## config.mk

```make
export PLATFORM = sky130hd
export DESIGN_NAME = vfd_command_frame_encoder_core
export DESIGN_NICKNAME = d
export VERILOG_FILES = /design/src/rtl/core/vfdenc_pkg.sv /design/src/rtl/core/vfd_command_frame_encoder_core.sv /design/src/rtl/core/vfdenc_speed_scale.sv
export SDC_FILE = /design/constraint.sdc
export NUM_CORES = 1
export LEC_CHECK = 0
export BUFFER_PORTS_ARGS = -buffer_cell sky130_fd_sc_hd__buf_4
export CAP_MARGIN = 15
export CORE_UTILIZATION = 40
export CTS_CLUSTER_DIAMETER = 30
export DETAILED_ROUTE_END_ITERATION = 16
export GPL_ROUTABILITY_DRIVEN = 0
export PLACE_DENSITY = 0.64
export RECOVER_POWER = 100
export SLEW_MARGIN = 10
export SYNTH_ARGS = -nofsm -noshare
export SYNTH_HDL_FRONTEND = slang
export SYNTH_SLANG_ARGS = --single-unit
export TNS_END_PERCENT = 10
```

## constraint.sdc

```tcl
create_clock -name clock -period 24.8 [get_ports clock]
set_input_delay 6.2 -clock clock [delete_from_list [all_inputs] [get_ports clock]]
set_output_delay 6.2 -clock clock [all_outputs]
set_load 0.02 [all_outputs]
```

## src/rtl/core/vfdenc_pkg.sv

```systemverilog
// Shared constants, codes and CRC helper for the spindle command frame encoder.
`default_nettype none

package vfdenc_pkg;

   // Command codes on req_func
   localparam logic [1:0] FUNC_STOP    = 2'd0;
   localparam logic [1:0] FUNC_RUN_CW  = 2'd1;
   localparam logic [1:0] FUNC_RUN_CCW = 2'd2;
   localparam logic [1:0] FUNC_SPEED   = 2'd3;

   // Frame bytes
   localparam logic [7:0] ADDR_RESET  = 8'h01;
   localparam logic [7:0] CMD_STATE   = 8'h03;
   localparam logic [7:0] LEN_STATE   = 8'h01;
   localparam logic [7:0] CMD_SPEED   = 8'h05;
   localparam logic [7:0] LEN_SPEED   = 8'h02;
   localparam logic [7:0] CODE_STOP   = 8'h08;
   localparam logic [7:0] CODE_RUN_CW = 8'h01;
   localparam logic [7:0] CODE_RUN_CCW = 8'h11;

   // CRC-16, reflected
   localparam logic [15:0] CRC_SEED = 16'hFFFF;
   localparam logic [15:0] CRC_POLY = 16'hA001;

   // Byte positions across the state frame and the speed frame
   localparam int unsigned POS_W = 4;
   localparam logic [POS_W-1:0] POS_ST_ADDR   = 4'd0;
   localparam logic [POS_W-1:0] POS_ST_CMD    = 4'd1;
   localparam logic [POS_W-1:0] POS_ST_LEN    = 4'd2;
   localparam logic [POS_W-1:0] POS_ST_CODE   = 4'd3;
   localparam logic [POS_W-1:0] POS_ST_CRC_LO = 4'd4;
   localparam logic [POS_W-1:0] POS_ST_CRC_HI = 4'd5;
   localparam logic [POS_W-1:0] POS_SP_ADDR   = 4'd6;
   localparam logic [POS_W-1:0] POS_SP_CMD    = 4'd7;
   localparam logic [POS_W-1:0] POS_SP_LEN    = 4'd8;
   localparam logic [POS_W-1:0] POS_SP_VAL_HI = 4'd9;
   localparam logic [POS_W-1:0] POS_SP_VAL_LO = 4'd10;
   localparam logic [POS_W-1:0] POS_SP_CRC_LO = 4'd11;
   localparam logic [POS_W-1:0] POS_SP_CRC_HI = 4'd12;

   // rpm * 5 / 3: x = rpm * 5 fits 19 bits; x / 3 = (x * ceil(2^20 / 3)) >> 20
   localparam int unsigned SCALED_W    = 19;
   localparam int unsigned RECIP_SHIFT = 20;
   localparam logic [RECIP_SHIFT-1:0] RECIP_THIRD = 20'd349526;

   function automatic logic [15:0] crc_update(input logic [15:0] crc, input logic [7:0] b);
      logic [15:0] c;
      c = crc ^ {8'h00, b};
      for (int k = 0; k < 8; k++) begin
         if (c[0]) begin
            c = (c >> 1) ^ CRC_POLY;
         end else begin
            c = c >> 1;
         end
      end
      return c;
   endfunction

endpackage

`default_nettype wire

```

## src/rtl/core/vfd_command_frame_encoder_core.sv

```systemverilog
// Top level of the spindle command frame encoder: command register, byte sequencer, output register.
// The request beat is accepted into the command register, and the first byte of a command is then
// loaded into the rsp register when the output register is free (rsp_stall can hold it).
// Throughput: one byte per cycle from a single output register while rsp_stall is low; a stop
// command sends 6 bytes, a run command 13 and a speed-only command 7, and the next command is
// taken in the cycle its final byte is loaded, so commands stream back to back.
// Reset: synchronous, active high; clears the pipeline and sets the device address to 0x01.
`default_nettype none

module vfd_command_frame_encoder_core (
   input  wire logic        clock,
   input  wire logic        reset,
   input  wire logic        req_valid,
   output logic             req_stall,
   input  wire logic [1:0]  req_func,
   input  wire logic [15:0] req_rpm,
   output logic             rsp_valid,
   input  wire logic        rsp_stall,
   output logic      [7:0]  rsp_tx_byte,
   output logic             rsp_frame_end,
   output logic             rsp_last,
   input  wire logic        csr_wr_en,
   input  wire logic [7:0]  csr_wr_data
);

   logic                           cmd_valid_ff, cmd_valid_in;
   logic [1:0]                     func_ff;
   logic [15:0]                    speed_ff;
   logic [vfdenc_pkg::POS_W-1:0]   idx_ff, idx_in;
   logic [15:0]                    crc_ff, crc_in;
   logic [7:0]                     addr_ff;
   logic                           rsp_valid_ff, rsp_valid_in;
   logic [7:0]                     rsp_byte_ff;
   logic                           rsp_frame_end_ff;
   logic                           rsp_last_ff;

   logic [15:0]                    req_speed;
   logic [7:0]                     gen_byte;
   logic [7:0]                     gen_code;
   logic                           gen_body;
   logic                           gen_frame_end;
   logic                           gen_last;
   logic                           gen_fire;
   logic                           out_free;
   logic                           req_accept;

   vfdenc_speed_scale u_speed_scale (
      .rpm   (req_rpm),
      .speed (req_speed)
   );

   always_comb begin
      case (func_ff)
         vfdenc_pkg::FUNC_STOP:    gen_code = vfdenc_pkg::CODE_STOP;
         vfdenc_pkg::FUNC_RUN_CW:  gen_code = vfdenc_pkg::CODE_RUN_CW;
         vfdenc_pkg::FUNC_RUN_CCW: gen_code = vfdenc_pkg::CODE_RUN_CCW;
         default:                  gen_code = vfdenc_pkg::CODE_STOP;
      endcase
   end

   always_comb begin
      gen_body = 1'b1;
      case (idx_ff)
         vfdenc_pkg::POS_ST_ADDR:   gen_byte = addr_ff;
         vfdenc_pkg::POS_ST_CMD:    gen_byte = vfdenc_pkg::CMD_STATE;
         vfdenc_pkg::POS_ST_LEN:    gen_byte = vfdenc_pkg::LEN_STATE;
         vfdenc_pkg::POS_ST_CODE:   gen_byte = gen_code;
         vfdenc_pkg::POS_ST_CRC_LO: begin
            gen_byte = crc_ff[7:0];
            gen_body = 1'b0;
         end
         vfdenc_pkg::POS_ST_CRC_HI: begin
            gen_byte = crc_ff[15:8];
            gen_body = 1'b0;
         end
         vfdenc_pkg::POS_SP_ADDR:   gen_byte = addr_ff;
         vfdenc_pkg::POS_SP_CMD:    gen_byte = vfdenc_pkg::CMD_SPEED;
         vfdenc_pkg::POS_SP_LEN:    gen_byte = vfdenc_pkg::LEN_SPEED;
         vfdenc_pkg::POS_SP_VAL_HI: gen_byte = speed_ff[15:8];
         vfdenc_pkg::POS_SP_VAL_LO: gen_byte = speed_ff[7:0];
         vfdenc_pkg::POS_SP_CRC_LO: begin
            gen_byte = crc_ff[7:0];
            gen_body = 1'b0;
         end
         vfdenc_pkg::POS_SP_CRC_HI: begin
            gen_byte = crc_ff[15:8];
            gen_body = 1'b0;
         end
         default: begin
            gen_byte = 8'h00;
            gen_body = 1'b0;
         end
      endcase
   end

   always_comb begin
      gen_frame_end = (idx_ff == vfdenc_pkg::POS_ST_CRC_HI) ||
                      (idx_ff == vfdenc_pkg::POS_SP_CRC_HI);
      gen_last      = (idx_ff == vfdenc_pkg::POS_SP_CRC_HI) ||
                      ((idx_ff == vfdenc_pkg::POS_ST_CRC_HI) &&
                       (func_ff == vfdenc_pkg::FUNC_STOP));
      out_free      = !rsp_valid_ff || !rsp_stall;
      gen_fire      = cmd_valid_ff && out_free;
      // take the next command in the cycle the final byte leaves the sequencer
      req_stall     = cmd_valid_ff && !(gen_fire && gen_last);
      req_accept    = req_valid && !req_stall;
   end

   always_comb begin
      cmd_valid_in = cmd_valid_ff;
      idx_in       = idx_ff;
      crc_in       = crc_ff;
      if (gen_fire) begin
         idx_in = idx_ff + 1'b1;
         if (gen_last) begin
            cmd_valid_in = 1'b0;
         end
         if (gen_frame_end) begin
            crc_in = vfdenc_pkg::CRC_SEED;
         end else if (gen_body) begin
            crc_in = vfdenc_pkg::crc_update(crc_ff, gen_byte);
         end
      end
      if (req_accept) begin
         cmd_valid_in = 1'b1;
         idx_in       = (req_func == vfdenc_pkg::FUNC_SPEED) ? vfdenc_pkg::POS_SP_ADDR
                                                             : vfdenc_pkg::POS_ST_ADDR;
      end
      rsp_valid_in = gen_fire || (rsp_valid_ff && rsp_stall);
   end

   always_ff @(posedge clock) begin
      if (reset) begin
         cmd_valid_ff <= 1'b0;
         idx_ff       <= vfdenc_pkg::POS_ST_ADDR;
         crc_ff       <= vfdenc_pkg::CRC_SEED;
         addr_ff      <= vfdenc_pkg::ADDR_RESET;
         rsp_valid_ff <= 1'b0;
      end else begin
         cmd_valid_ff <= cmd_valid_in;
         idx_ff       <= idx_in;
         crc_ff       <= crc_in;
         rsp_valid_ff <= rsp_valid_in;
         if (csr_wr_en) begin
            addr_ff <= csr_wr_data;
         end
      end
   end

   always_ff @(posedge clock) begin
      if (req_accept) begin
         func_ff  <= req_func;
         speed_ff <= req_speed;
      end
      if (gen_fire) begin
         rsp_byte_ff      <= gen_byte;
         rsp_frame_end_ff <= gen_frame_end;
         rsp_last_ff      <= gen_last;
      end
   end

   assign rsp_valid     = rsp_valid_ff;
   assign rsp_tx_byte   = rsp_byte_ff;
   assign rsp_frame_end = rsp_frame_end_ff;
   assign rsp_last      = rsp_last_ff;

endmodule

`default_nettype wire

```

## src/rtl/core/vfdenc_speed_scale.sv

```systemverilog
// Converts rpm to the drive frequency value floor(rpm * 5 / 3), saturated to 16 bits.
`default_nettype none

module vfdenc_speed_scale (
   input  wire logic [15:0] rpm,
   output logic      [15:0] speed
);

   logic [vfdenc_pkg::SCALED_W-1:0]                             scaled;
   logic [vfdenc_pkg::SCALED_W+vfdenc_pkg::RECIP_SHIFT-1:0]     prod;
   logic [vfdenc_pkg::SCALED_W-1:0]                             quot;

   always_comb begin
      scaled = {1'b0, rpm, 2'b00} + {3'b000, rpm};
      prod   = {{vfdenc_pkg::RECIP_SHIFT{1'b0}}, scaled}
               * {{vfdenc_pkg::SCALED_W{1'b0}}, vfdenc_pkg::RECIP_THIRD};
      quot   = prod[vfdenc_pkg::SCALED_W+vfdenc_pkg::RECIP_SHIFT-1:vfdenc_pkg::RECIP_SHIFT];
      // saturate to the 16-bit frame field
      if (|quot[vfdenc_pkg::SCALED_W-1:16]) begin
         speed = 16'hFFFF;
      end else begin
         speed = quot[15:0];
      end
   end

endmodule

`default_nettype wire

```

==> impl_metrics.tcl <==
set metrics [dict create \
    status "finished clean" \
    grt_pass1_vias 7129 \
    tightest_slew_ns 1.25 \
    drcViolationCount 0 \
    synth-simple-area-share_pct 9.14 \
    cts_setup_buffers 0 \
    syn_inst 1049 \
    cts_buffers 9 \
    finalNetCount 1405 \
    worstSetupEndpointType "register" \
    fin_ws_ns 9.96 \
    critPathMaxStageDelay_ns 0.83 \
    cts_tree "yes" \
    layout_min_cycle_time_ns 14.84 \
    ctsResizeCount 0 \
    crit_top_cell "fa_1" \
    hold_class "register to register" \
    yosysSeqAreaShare_pct 14.8 \
    antennaDiodeCount 0 \
    crit_slowest_cell "xor2_1" \
    synth_compound_area_share_pct 9.64 \
    fin_crit_sh_pct 59.8 \
    initial_utilization_pct 41.1 \
    htree_num_levels 3 \
    place_ws_ns 10.02 \
    antenna_found_initial 0 \
    setup_viol 0 \
    rows 56 \
    async_reset_ff_share_pct 0 \
    routed_wl_um 21000 \
    overflow 0 \
    synth_mux_area_share_pct 1.55 \
    cts_sinks 58 \
    startpoint "req_rpm[0]" \
    layout-drive-gt1-share_pct 4.78 \
    synth.most_common_cell "inv_1" \
    avgViaCountPerCell 4.91 \
    synth_area_leaders "fa_1, ha_1, inv_1" \
    grt_pass1_wl_um 35200 \
    critPathMaxFanout 16 \
    synthXorXnorAreaFrac_pct 6.23 \
    yosys-top-cells-count "inv_1, ha_1, fa_1" \
    slew_violations 0 \
    hpwl_um 18000 \
    skew_ns 0.00691 \
    drt_iter0_drc 286 \
    dpl-instance-area_um2 10300 \
    avgRoutedWirePerCell_um 14.9 \
    drv_cap 0 \
    clockBufferDepth 2 \
    arrival_ns 14.86 \
    final.setup.tns_ns 0 \
    synth_top_family_by_area "adder cells" \
    clk_latency_ns 0.33 \
    rsz0062_at_grt "no" \
    synth_edf_count 28 \
    io_buffers 42 \
    required_ns 24.81 \
    synthToLayoutAreaGrowth_pct 8.46 \
    cts.reportedPaths.clkPinSlew_ns 0.05 \
    final_hold_viol_count 0 \
    start_kind "primary input" \
    syn-cell-area_um2 9740 \
    synth_nets 1372 \
    grt_use_total_pct 18.0 \
    slew_headroom_pct 15.8 \
    die_h_um 158 \
    r2r_start "idx_ff[0]" \
    grt_max_degree 30 \
    ant_nets 0 \
    yosys.area.top_type "fa_1" \
    clock.fmax_mhz 67.4 \
    first_pass_iters 5 \
    netlist.area_leader.share_pct 23.6 \
    io_pins 43 \
    ys_warn_count 0 \
    num_vias 6906 \
    die-area_um2 25000 \
    die_w_um 158 \
    syn_avg_cell_area_um2 9.29 \
    ctsHoldBuffers 0 \
    ys_seq_elements 58 \
    fin_area_um2 10600 \
    ys_types 73 \
    min_from "cmd_valid_ff" \
    core_area_um2 23700 \
    yosys_most_used_dff "dfxtp_1" \
    path_class "primary input to register" \
    synth-adder-area-share_pct 46.4 \
    worst_hold_slack_ns 0.495 \
    root_buffer "clkbuf_16" \
]
==> per-stage QoR <==
stage               std cells  util [%]
global placement         1390      43.6
detailed placement       1390      43.6
floorplan                1049         -
finish                   1406      44.6
global route             1406      44.6
CTS                      1406      45.0
==> final timing paths <==
path                                      to  slack [ns]  cells past startpoint
worst max register to register     crc_ff[0]       20.84                     11
worst min-delay path               rsp_valid        0.50                      2
worst min register to register     rsp_valid        0.50                      2
worst max-delay path            speed_ff[13]        9.96                     31
==> worst max-delay path: cells and delay by family <==
kind | cells | cell delay, ns
adder cells (fa/ha/maj) | 9 | 3.65
AND/OR/NAND/NOR | 3 | 0.53
AO/OA/AOI/OAI | 13 | 2.65
buffers and inverters | 4 | 0.46
XOR/XNOR | 2 | 1.37
==> per-layer routing <==
layer  vias up  global-route usage (%)  part of all wire (%)
li1       3428                       -                     -
met1      3296                    25.0                    48
met2       157                    29.6                    45
met3        25                    2.41                   4.5
met4         0                    3.89                   1.6
met5         -                       0                     0
==> registers in the layout, summed over array words and instances (netlist names) <==
signal / count
crc_ff: 16
rsp_tx_byte: 8
rsp_valid: 1
rsp_frame_end: 1
addr_ff: 8
rsp_last: 1
cmd_valid_ff: 1
idx_ff: 4
speed_ff: 16
func_ff: 2
==> area by class of cell <==
class	count	area (um^2)
flip-flops and latches	58	1440
repair buffers	42	255
multi-input cells	685	7070
well taps	319	399
clock inverters	3	42.5
clock buffers	13	283
inverters	286	1070
fillers	2349	13100
==> placed cells by master (no fill, tap or decap), types with 7 or more instances in the layout <==
cell type  count
a21o_1        11
a21oi_1       32
buf_4         25
clkbuf_1      18
clkbuf_16     11
dfxtp_1       30
edfxtp_1      28
fa_1         115
ha_1         177
inv_1        286
mux2i_1       13
nand2_1       49
nand2b_1      21
nand3_1       19
nor2_1        40
nor2b_1        7
nor3_1         8
o21ai_0       29
o22ai_1       10
xnor2_1       37
xor2_1        23
==> cells by family (layout without fill, tap and decap cells) <==
logic type	count (synthesis)	after routing
xor gates and xnor gates	65	65
buffers and inverters	306	344
muxes	14	14
adders and majority gates	292	292
and+or+nand+nor	177	177
AOI/OAI and AO/OA	137	137
DFF	58	58
Power is not shown: default switching activity piles up to over one toggle a cycle in this logic, so the estimate is an artifact.
